==> src/rtl/core/pnef_pkg.sv <==
// Shared types and constants of the pure Nash equilibrium finder.
package pnef_pkg;

  // Default game size
  localparam int DEF_MAX_ROWS = 8;
  localparam int DEF_MAX_COLS = 8;

  // Fixed field widths
  localparam int IDX_W   = 3;
  localparam int CNT_W   = 4;
  localparam int PAY_W   = 16;
  localparam int ADDR_W  = 3;
  localparam int DATA_W  = 32;

  // Item opcodes
  localparam logic OP_LOAD   = 1'b0;
  localparam logic OP_SEARCH = 1'b1;

  // Register indexes
  localparam logic REG_ROW_COUNT = 1'b0;
  localparam logic REG_COL_COUNT = 1'b1;

  // Raw register contents handed to the sequencer
  typedef struct packed {
    logic [CNT_W-1:0] row_count;
    logic [CNT_W-1:0] col_count;
  } search_cfg_t;

endpackage

==> src/rtl/core/pure_nash_equilibrium_finder.sv <==
// Pure Nash equilibrium finder: loads payoff cells, searches with one shared comparator.
// Load transaction: item_ready stays high, so loads go back to back.
// Search transaction: the single comparator reads one payoff per cycle from the tables;
//   the walk stalls while a result waits and the result channel is not open.
// Results stream as found; one cell is held back so the final result carries last_of_run.
// Synchronous active-high reset clears sequencer, result valid, counts (to 8); not tables.
module pure_nash_equilibrium_finder #(
  parameter int MAX_ROWS = pnef_pkg::DEF_MAX_ROWS,
  parameter int MAX_COLS = pnef_pkg::DEF_MAX_COLS
) (
  input  logic                              clk,
  input  logic                              rst,
  // input items
  input  logic                              item_valid,
  output logic                              item_ready,
  input  logic                              opcode,
  input  logic [pnef_pkg::IDX_W-1:0]        cell_row,
  input  logic [pnef_pkg::IDX_W-1:0]        cell_col,
  input  logic signed [pnef_pkg::PAY_W-1:0] payoff_row_player,
  input  logic signed [pnef_pkg::PAY_W-1:0] payoff_col_player,
  // results
  output logic                              result_valid,
  input  logic                              result_ready,
  output logic [pnef_pkg::IDX_W-1:0]        eq_row,
  output logic [pnef_pkg::IDX_W-1:0]        eq_col,
  output logic                              found,
  output logic                              last_of_run,
  // configuration
  input  logic                              psel,
  input  logic                              penable,
  input  logic                              pwrite,
  input  logic [pnef_pkg::ADDR_W-1:0]       paddr,
  input  logic [pnef_pkg::DATA_W-1:0]       pwdata,
  output logic [pnef_pkg::DATA_W-1:0]       prdata,
  output logic                              pready
);
  import pnef_pkg::*;

  localparam int CELL_AW = (MAX_ROWS * MAX_COLS > 1) ? $clog2(MAX_ROWS * MAX_COLS) : 1;

  search_cfg_t             cfg;
  logic                    busy;
  logic                    item_acc;
  logic [CELL_AW-1:0]      rd_addr_a, rd_addr_b;
  logic signed [PAY_W-1:0] rd_a, rd_b;

  assign item_ready = !busy;
  assign item_acc   = item_valid && item_ready;

  pnef_regs u_regs (
    .clk     (clk),
    .rst     (rst),
    .psel    (psel),
    .penable (penable),
    .pwrite  (pwrite),
    .paddr   (paddr),
    .pwdata  (pwdata),
    .prdata  (prdata),
    .pready  (pready),
    .cfg     (cfg)
  );

  pnef_store #(
    .MAX_ROWS (MAX_ROWS),
    .MAX_COLS (MAX_COLS),
    .CELL_AW  (CELL_AW)
  ) u_store (
    .clk               (clk),
    .load_en           (item_acc && (opcode == OP_LOAD)),
    .cell_row          (cell_row),
    .cell_col          (cell_col),
    .payoff_row_player (payoff_row_player),
    .payoff_col_player (payoff_col_player),
    .rd_addr_a         (rd_addr_a),
    .rd_addr_b         (rd_addr_b),
    .rd_a              (rd_a),
    .rd_b              (rd_b)
  );

  pnef_seq #(
    .MAX_ROWS (MAX_ROWS),
    .MAX_COLS (MAX_COLS),
    .CELL_AW  (CELL_AW)
  ) u_seq (
    .clk          (clk),
    .rst          (rst),
    .start        (item_acc && (opcode == OP_SEARCH)),
    .cfg          (cfg),
    .busy         (busy),
    .rd_addr_a    (rd_addr_a),
    .rd_addr_b    (rd_addr_b),
    .rd_a         (rd_a),
    .rd_b         (rd_b),
    .result_valid (result_valid),
    .result_ready (result_ready),
    .eq_row       (eq_row),
    .eq_col       (eq_col),
    .found        (found),
    .last_of_run  (last_of_run)
  );

endmodule

==> src/rtl/core/pnef_regs.sv <==
// APB-style register block holding the row and column counts.
module pnef_regs (
  input  logic                        clk,
  input  logic                        rst,
  input  logic                        psel,
  input  logic                        penable,
  input  logic                        pwrite,
  input  logic [pnef_pkg::ADDR_W-1:0] paddr,
  input  logic [pnef_pkg::DATA_W-1:0] pwdata,
  output logic [pnef_pkg::DATA_W-1:0] prdata,
  output logic                        pready,
  output pnef_pkg::search_cfg_t       cfg
);
  import pnef_pkg::*;

  logic             reg_idx;
  logic             wr_en;
  logic [CNT_W-1:0] row_count;
  logic [CNT_W-1:0] col_count;

  assign pready  = 1'b1;
  assign reg_idx = paddr[2];
  assign wr_en   = psel && penable && pwrite;

  // Register writes
  always_ff @(posedge clk) begin
    if (rst) begin
      row_count <= CNT_W'(8);
      col_count <= CNT_W'(8);
    end else if (wr_en) begin
      unique case (reg_idx)
        REG_ROW_COUNT: row_count <= pwdata[CNT_W-1:0];
        REG_COL_COUNT: col_count <= pwdata[CNT_W-1:0];
        default: ;
      endcase
    end
  end

  // Read mux
  always_comb begin
    prdata = '0;
    unique case (reg_idx)
      REG_ROW_COUNT: prdata = DATA_W'(row_count);
      REG_COL_COUNT: prdata = DATA_W'(col_count);
      default: prdata = '0;
    endcase
  end

  assign cfg.row_count = row_count;
  assign cfg.col_count = col_count;

endmodule

==> src/rtl/core/pnef_store.sv <==
// Payoff tables A and B: one write port for loads, one read port each.
module pnef_store #(
  parameter int MAX_ROWS = pnef_pkg::DEF_MAX_ROWS,
  parameter int MAX_COLS = pnef_pkg::DEF_MAX_COLS,
  parameter int CELL_AW  = 6
) (
  input  logic                              clk,
  input  logic                              load_en,
  input  logic [pnef_pkg::IDX_W-1:0]        cell_row,
  input  logic [pnef_pkg::IDX_W-1:0]        cell_col,
  input  logic signed [pnef_pkg::PAY_W-1:0] payoff_row_player,
  input  logic signed [pnef_pkg::PAY_W-1:0] payoff_col_player,
  input  logic [CELL_AW-1:0]                rd_addr_a,
  input  logic [CELL_AW-1:0]                rd_addr_b,
  output logic signed [pnef_pkg::PAY_W-1:0] rd_a,
  output logic signed [pnef_pkg::PAY_W-1:0] rd_b
);
  import pnef_pkg::*;

  localparam int DEPTH = MAX_ROWS * MAX_COLS;

  logic signed [PAY_W-1:0] mem_a [DEPTH];
  logic signed [PAY_W-1:0] mem_b [DEPTH];
  logic                    in_range;
  logic                    wr_en;
  logic [CELL_AW-1:0]      wr_addr;

  // Loads outside the table are dropped
  assign in_range = ({1'b0, cell_row} < (IDX_W+1)'(MAX_ROWS)) &&
                    ({1'b0, cell_col} < (IDX_W+1)'(MAX_COLS));
  assign wr_en    = load_en && in_range;
  assign wr_addr  = CELL_AW'(cell_row) * CELL_AW'(MAX_COLS) + CELL_AW'(cell_col);

  // Table A
  always_ff @(posedge clk) begin
    if (wr_en) begin
      mem_a[wr_addr] <= payoff_row_player;
    end
    rd_a <= mem_a[rd_addr_a];
  end

  // Table B
  always_ff @(posedge clk) begin
    if (wr_en) begin
      mem_b[wr_addr] <= payoff_col_player;
    end
    rd_b <= mem_b[rd_addr_b];
  end

endmodule

==> src/rtl/core/pnef_seq.sv <==
// Search sequencer: walks cells, drives one shared signed comparator, queues results.
module pnef_seq #(
  parameter int MAX_ROWS = pnef_pkg::DEF_MAX_ROWS,
  parameter int MAX_COLS = pnef_pkg::DEF_MAX_COLS,
  parameter int CELL_AW  = 6
) (
  input  logic                              clk,
  input  logic                              rst,
  input  logic                              start,
  input  pnef_pkg::search_cfg_t             cfg,
  output logic                              busy,
  output logic [CELL_AW-1:0]                rd_addr_a,
  output logic [CELL_AW-1:0]                rd_addr_b,
  input  logic signed [pnef_pkg::PAY_W-1:0] rd_a,
  input  logic signed [pnef_pkg::PAY_W-1:0] rd_b,
  output logic                              result_valid,
  input  logic                              result_ready,
  output logic [pnef_pkg::IDX_W-1:0]        eq_row,
  output logic [pnef_pkg::IDX_W-1:0]        eq_col,
  output logic                              found,
  output logic                              last_of_run
);
  import pnef_pkg::*;

  localparam logic [2:0] S_IDLE = 3'd0;
  localparam logic [2:0] S_REF  = 3'd1;
  localparam logic [2:0] S_LAT  = 3'd2;
  localparam logic [2:0] S_SA   = 3'd3;
  localparam logic [2:0] S_SB   = 3'd4;
  localparam logic [2:0] S_SW   = 3'd5;
  localparam logic [2:0] S_SD   = 3'd6;
  localparam logic [2:0] S_FIN  = 3'd7;

  logic [2:0]              state;
  logic [IDX_W-1:0]        r, c, k;
  logic [CNT_W-1:0]        nr, nc;
  logic signed [PAY_W-1:0] ua, ub;
  logic                    fail;
  logic                    pend, pend_b;
  logic                    has_held;
  logic [IDX_W-1:0]        held_r, held_c;

  logic [CNT_W-1:0]        nr_next, nc_next;
  logic signed [PAY_W-1:0] cmp_op, cmp_ref;
  logic                    beat;
  logic                    out_free;
  logic                    k_last_a, k_last_b;
  logic                    c_last, r_last;
  logic [CELL_AW-1:0]      self_addr;

  assign busy = (state != S_IDLE);

  // Counts clamped to 1..MAX at search start
  always_comb begin
    if (cfg.row_count == '0) nr_next = CNT_W'(1);
    else if (cfg.row_count > CNT_W'(MAX_ROWS)) nr_next = CNT_W'(MAX_ROWS);
    else nr_next = cfg.row_count;
    if (cfg.col_count == '0) nc_next = CNT_W'(1);
    else if (cfg.col_count > CNT_W'(MAX_COLS)) nc_next = CNT_W'(MAX_COLS);
    else nc_next = cfg.col_count;
  end

  // Read addresses: column walk on A, row walk on B, else the cell itself
  assign self_addr = CELL_AW'(r) * CELL_AW'(MAX_COLS) + CELL_AW'(c);
  assign rd_addr_a = (state == S_SA) ?
                     CELL_AW'(k) * CELL_AW'(MAX_COLS) + CELL_AW'(c) : self_addr;
  assign rd_addr_b = (state == S_SB) ?
                     CELL_AW'(r) * CELL_AW'(MAX_COLS) + CELL_AW'(k) : self_addr;

  // Shared comparator on the registered read data of the tables
  assign cmp_op  = pend_b ? rd_b : rd_a;
  assign cmp_ref = pend_b ? ub : ua;
  assign beat    = pend && (cmp_op > cmp_ref);

  assign k_last_a = ({1'b0, k} == nr - CNT_W'(1));
  assign k_last_b = ({1'b0, k} == nc - CNT_W'(1));
  assign c_last   = ({1'b0, c} == nc - CNT_W'(1));
  assign r_last   = ({1'b0, r} == nr - CNT_W'(1));
  assign out_free = !result_valid || result_ready;

  // Sequencer
  always_ff @(posedge clk) begin
    if (rst) begin
      state    <= S_IDLE;
      pend     <= 1'b0;
      has_held <= 1'b0;
    end else begin
      if (beat) begin
        fail <= 1'b1;
      end
      unique case (state)
        S_IDLE: begin
          pend <= 1'b0;
          if (start) begin
            nr    <= nr_next;
            nc    <= nc_next;
            r     <= '0;
            c     <= '0;
            state <= S_REF;
          end
        end
        S_REF: begin
          pend  <= 1'b0;
          fail  <= 1'b0;
          state <= S_LAT;
        end
        S_LAT: begin
          pend  <= 1'b0;
          ua    <= rd_a;
          ub    <= rd_b;
          k     <= '0;
          state <= S_SA;
        end
        S_SA: begin
          pend   <= 1'b1;
          pend_b <= 1'b0;
          if (k_last_a) begin
            k     <= '0;
            state <= S_SB;
          end else begin
            k <= k + IDX_W'(1);
          end
        end
        S_SB: begin
          pend   <= 1'b1;
          pend_b <= 1'b1;
          if (k_last_b) begin
            state <= S_SW;
          end else begin
            k <= k + IDX_W'(1);
          end
        end
        S_SW: begin
          pend  <= 1'b0;
          state <= S_SD;
        end
        S_SD: begin
          pend <= 1'b0;
          // Hold one equilibrium back so the final one can carry the last marker
          if (fail || !has_held || out_free) begin
            if (!fail) begin
              has_held <= 1'b1;
              held_r   <= r;
              held_c   <= c;
            end
            if (c_last) begin
              c <= '0;
              if (r_last) begin
                state <= S_FIN;
              end else begin
                r     <= r + IDX_W'(1);
                state <= S_REF;
              end
            end else begin
              c     <= c + IDX_W'(1);
              state <= S_REF;
            end
          end
        end
        S_FIN: begin
          pend <= 1'b0;
          if (out_free) begin
            has_held <= 1'b0;
            state    <= S_IDLE;
          end
        end
        default: begin
          pend  <= 1'b0;
          state <= S_IDLE;
        end
      endcase
    end
  end

  // Result register
  always_ff @(posedge clk) begin
    if (rst) begin
      result_valid <= 1'b0;
    end else if (state == S_SD && !fail && has_held && out_free) begin
      result_valid <= 1'b1;
    end else if (state == S_FIN && out_free) begin
      result_valid <= 1'b1;
    end else if (result_ready) begin
      result_valid <= 1'b0;
    end
  end

  always_ff @(posedge clk) begin
    if (state == S_SD && !fail && has_held && out_free) begin
      eq_row      <= held_r;
      eq_col      <= held_c;
      found       <= 1'b1;
      last_of_run <= 1'b0;
    end else if (state == S_FIN && out_free) begin
      eq_row      <= has_held ? held_r : '0;
      eq_col      <= has_held ? held_c : '0;
      found       <= has_held;
      last_of_run <= 1'b1;
    end
  end

endmodule

==> config.mk <==
export PLATFORM = sky130hd
export DESIGN_NAME = pure_nash_equilibrium_finder
export DESIGN_NICKNAME = d
export VERILOG_FILES = /design/src/rtl/core/pnef_pkg.sv /design/src/rtl/core/pure_nash_equilibrium_finder.sv /design/src/rtl/core/pnef_regs.sv /design/src/rtl/core/pnef_store.sv /design/src/rtl/core/pnef_seq.sv
export SDC_FILE = /design/constraint.sdc
export NUM_CORES = 2
export LEC_CHECK = 0
export ABC_AREA = 1
export ABC_CLOCK_PERIOD_IN_PS = 4400
export BUFFER_PORTS_ARGS = -buffer_cell sky130_fd_sc_hd__buf_2
export CAP_MARGIN = 20
export CORE_UTILIZATION = 56
export CTS_CLUSTER_DIAMETER = 80
export DETAILED_ROUTE_END_ITERATION = 7
export PLACE_DENSITY_LB_ADDON = 0.2
export SYNTH_ARGS = -nofsm -noshare
export SYNTH_HDL_FRONTEND = slang
export SYNTH_SLANG_ARGS = --single-unit
==> constraint.sdc <==
create_clock -name clk -period 4.4 [get_ports clk]
set_input_delay 0.22 -clock clk [delete_from_list [all_inputs] [get_ports clk]]
set_output_delay 0.22 -clock clk [all_outputs]
set_load 0.02 [all_outputs]
==> flow_metrics.tcl <==
set metrics [dict create \
    whs_path_depth 6 \
    routed_via_density 5.86 \
    hold_path.class "in2reg" \
    required_time_of_the_critical_path_ns 4.90 \
    dr.first_iter.drc_count 6838 \
    tightest_slew_ns 1.08 \
    type_of_the_worst_setup_path "reg2reg" \
    cp_slowest_stage_delay_ns 0.77 \
    num_io_pins 124 \
    maxClockFrequency_ghz 0.263 \
    detailedRoute.firstPassIterationCount 6 \
    startpoint_type "flop" \
    antenna_violating_nets_remaining 0 \
    tritoncts_clock_tree "built" \
    fin_tns_setup_ns 0 \
    rsz0062_at_grt "no" \
    drc 0 \
    post_cts.resized_instances 0 \
    max-slew-margin-rel 0.271 \
    syn_area_per_cell_um2 11.5 \
    cts-root-buf "clkbuf_16" \
    skew_ns 0.0342 \
    leakage_nw 37.4 \
    routed-via-count 59172 \
    crit_path_top_delay_cell "nor2_4" \
    dieArea_mm2 0.162 \
    post_route_cells_drive_above_1_share 0.0816 \
    maxSlewViolCount 0 \
    timing.max_cap.violations 0 \
    core_area_mm2 0.159 \
    clock_latency_reported_for_the_late_side_of_the_worst_skew_pair_ns 0.83 \
    synthCells 7806 \
    die_h_um 402 \
    finalNetCount 7936 \
    die-width_um 402 \
    grt_pass1_vias 56144 \
    grt_first_pass_wirelength_um 348000 \
    yosys_register_bits 2159 \
    total_standard_cell_area_after_synthesis_mm2 0.0897 \
    antenna_found_initial 8 \
    grt_overflow_total 0 \
    ir_drop_mv 0.458 \
    synth_warnings 0 \
    synth.yosys.seq_area_share 0.718 \
    routed_len_inst_um 23.4 \
    grt_max_degree 213 \
    io_buffers 64 \
    globalRouteTotalUtil 0.288 \
    final.period_utilization 0.863 \
    crit_path_cell_trace "inv_1 > ha_1 > inv_1 > nor2_1 > buf_4 > nand2_1 > nor2_1 > inv_1 > nor2_1 > nand2_1 > nor2_4 > buf_4" \
    synth_async_sr_flop_share 0 \
    fillerInstances 11889 \
    detailed_place_hpwl_um 123000 \
    ctsHtreeMaxLevel 4 \
    clkTransAtPathRegs_ns 0.06 \
    routability_congestion_estimate 0.849 \
    power_per_cell_area_mw_per_mm2 482 \
    synth_edf_count 2111 \
    ys_types 37 \
    worst_setup_end_kind "flop" \
    crit_fanout 14 \
    cts_bufs_inserted 211 \
    cell_area_placed_mm2 0.0930 \
    clk_buf_depth 3 \
    r2r-end "u_store.mem_b[40][8]" \
    worst_r2r_start "u_seq.state[1]" \
    hold_start "item_valid" \
    hold_path_end "u_seq.state[0]" \
    timing.final.hold_violations 0 \
    area_growth_pct 11.5 \
    period_needed_ns 3.80 \
    final_design_area_no_fill_mm2 0.100 \
    cts_num_sinks 2159 \
    synth_ff_type "edfxtp_1" \
    floorplan.rows 146 \
    critical_path_arrival_ns 4.30 \
    r2r_cells 12 \
    timing.final.setup_violations 0 \
    start_util 0.565 \
    status "completed" \
    finalWirelength_um 236000 \
    register_to_register_path_setup_slack_ns 0.60 \
]
-- stage by stage --
| stage | std cells | hold slack [ns] | total power [W] | util | setup WS, ns |
|---|---|---|---|---|---|
| final | 10090 | 0.0817 | 0.0482 | 0.630 | 0.602 |
| after global routing | 10088 | 0.0811 | 0.0498 | 0.630 | 0.502 |
| after CTS | 10083 | 0.0170 | 0.0482 | 0.630 | 0.607 |
| after detailed placement | 9667 | 0.421 | 0.0309 | 0.586 | 0.625 |
| after global placement | 9667 | 0.409 | 0.0308 | 0.586 | 0.686 |
| after floorplan | 7833 | 0.319 | 0.0282 | - | 0.858 |
-- how the worst max path moves through the flow --
| stage | start | end | slack, ns | cells past startpoint |
|---|---|---|---|---|
| finish | u_seq.state[1] | u_store.mem_b[40][8] | 0.60 | 12 |
| global route | u_seq.state[1] | u_store.mem_b[32][3] | 0.50 | 12 |
| CTS | u_seq.state[1] | u_store.mem_b[32][3] | 0.61 | 12 |
| detailed placement | u_seq.state[1] | u_store.mem_b[32][4] | 0.62 | 12 |
| global placement | u_seq.state[0] | u_store.mem_b[32][4] | 0.69 | 12 |
| floorplan | u_seq.state[0] | u_store.mem_a[12][0] | 0.86 | 10 |
-- repair_timing --
item,CTS,global route
buffers inserted,0,0
hold buffers,18,2
endpoints found under the hold margin,113,37
-- final cells by class --
| type | instances | area (µm²) | share of cell area |
|---|---|---|---|
| Tap cell | 2072 | 2590 | 0.0259 |
| Sequential cell | 2159 | 64400 | 0.643 |
| Clock inverter | 134 | 1100 | 0.0110 |
| Antenna cell | 3 | 7.51 | 0.0000751 |
| Timing Repair Buffer | 281 | 2600 | 0.0260 |
| Clock buffer | 264 | 5620 | 0.0562 |
| Inverter | 771 | 2910 | 0.0291 |
| Multi-Input combinational cell | 4406 | 20800 | 0.208 |
-- cell usage in the layout (no fill, tap or decap), types with 3 or more instances in the layout --
cell and n:
a21oi_1 21, buf_12 48, buf_2 64, buf_4 149, bufinv_16 16, clkbuf_1 42, clkbuf_16 214, clkbuf_8 8
clkinv_1 65, clkinv_2 32, clkinv_8 3, clkinvlp_4 6, conb_1 29, dfxtp_1 48, diode_2 3, dlygate4sd3_1 20
edfxtp_1 2111, ha_1 25, inv_1 765, inv_6 9, mux2_2 16, mux2i_1 16, nand2_1 1669, nand2_8 3
nand3_1 1053, nand3b_1 128, nor2_1 559, nor2_4 64, o21ai_0 526, o21ai_4 5, o22ai_1 257, or2_2 3
xnor2_1 7, xor2_1 5
-- kinds of logic after synthesis --
logic type	Yosys count	share of synthesized area
compound gates	819	0.0496
xor+xnor	12	0.00117
fa+ha+maj	25	0.00349
buf+inv	1268	0.0578
flops	2159	0.718
mux	32	0.00379
other cells	2	0.0000837
simple gates	3489	0.167
-- flip-flops by register name, indices dropped and copies added, names as in the netlist, 3 cells and up --
name,count
u_store.rd_a,16
u_seq.r,3
u_store.rd_b,16
u_store.mem_a,1024
u_regs.col_count,4
u_seq.k,3
u_seq.nr,4
u_store.mem_b,1024
u_regs.row_count,4
u_seq.held_r,3
u_seq.eq_row,3
u_seq.nc,4
u_seq.ua,16
u_seq.eq_col,3
u_seq.state,3
u_seq.c,3
u_seq.ub,16
u_seq.held_c,3
-- critical path, delay by kind of cell (launching register included) --
| family | cells | cell delay [ns] |
|---|---|---|
| adders and majority gates | 1 | 0.30 |
| buffers and inverters | 5 | 0.78 |
| DFF | 1 | 0.33 |
| and+or+nand+nor | 6 | 2.06 |
-- metal layers --
layer / GRT usage / wire, µm
met5: 0 / 74
met4: 0.105 / 7940
met3: 0.0475 / 22100
met2: 0.467 / 112000
met1: 0.396 / 94000
-- Yosys cell counts, types with 24 or more instances --
| cell type | count | area share |
|---|---|---|
| o22ai_1 | 257 | 0.018 |
| dfxtp_1 | 48 | 0.011 |
| clkbuf_1 | 221 | 0.0092 |
| edfxtp_1 | 2111 | 0.71 |
| buf_2 | 209 | 0.012 |
| o21ai_0 | 527 | 0.029 |
| buf_4 | 42 | 0.0035 |
| nand3_1 | 1053 | 0.059 |
| nor2_1 | 624 | 0.026 |
| ha_1 | 25 | 0.0035 |
| buf_1 | 24 | 0.0010 |
| nand2_1 | 1669 | 0.070 |
| nand3b_1 | 128 | 0.011 |
| inv_1 | 768 | 0.032 |
-- where the power goes --
group	internal [W]	total (W)	switching (W)	leakage (nW)
combinational	0.00215	0.00759	0.00543	14.7
sequential	0.0229	0.0231	0.000199	19.4
clock	0.00997	0.0176	0.00759	3.28
total	0.0350	0.0482	0.0132	37.4
Note: power is estimated with default switching activity, not from simulation.
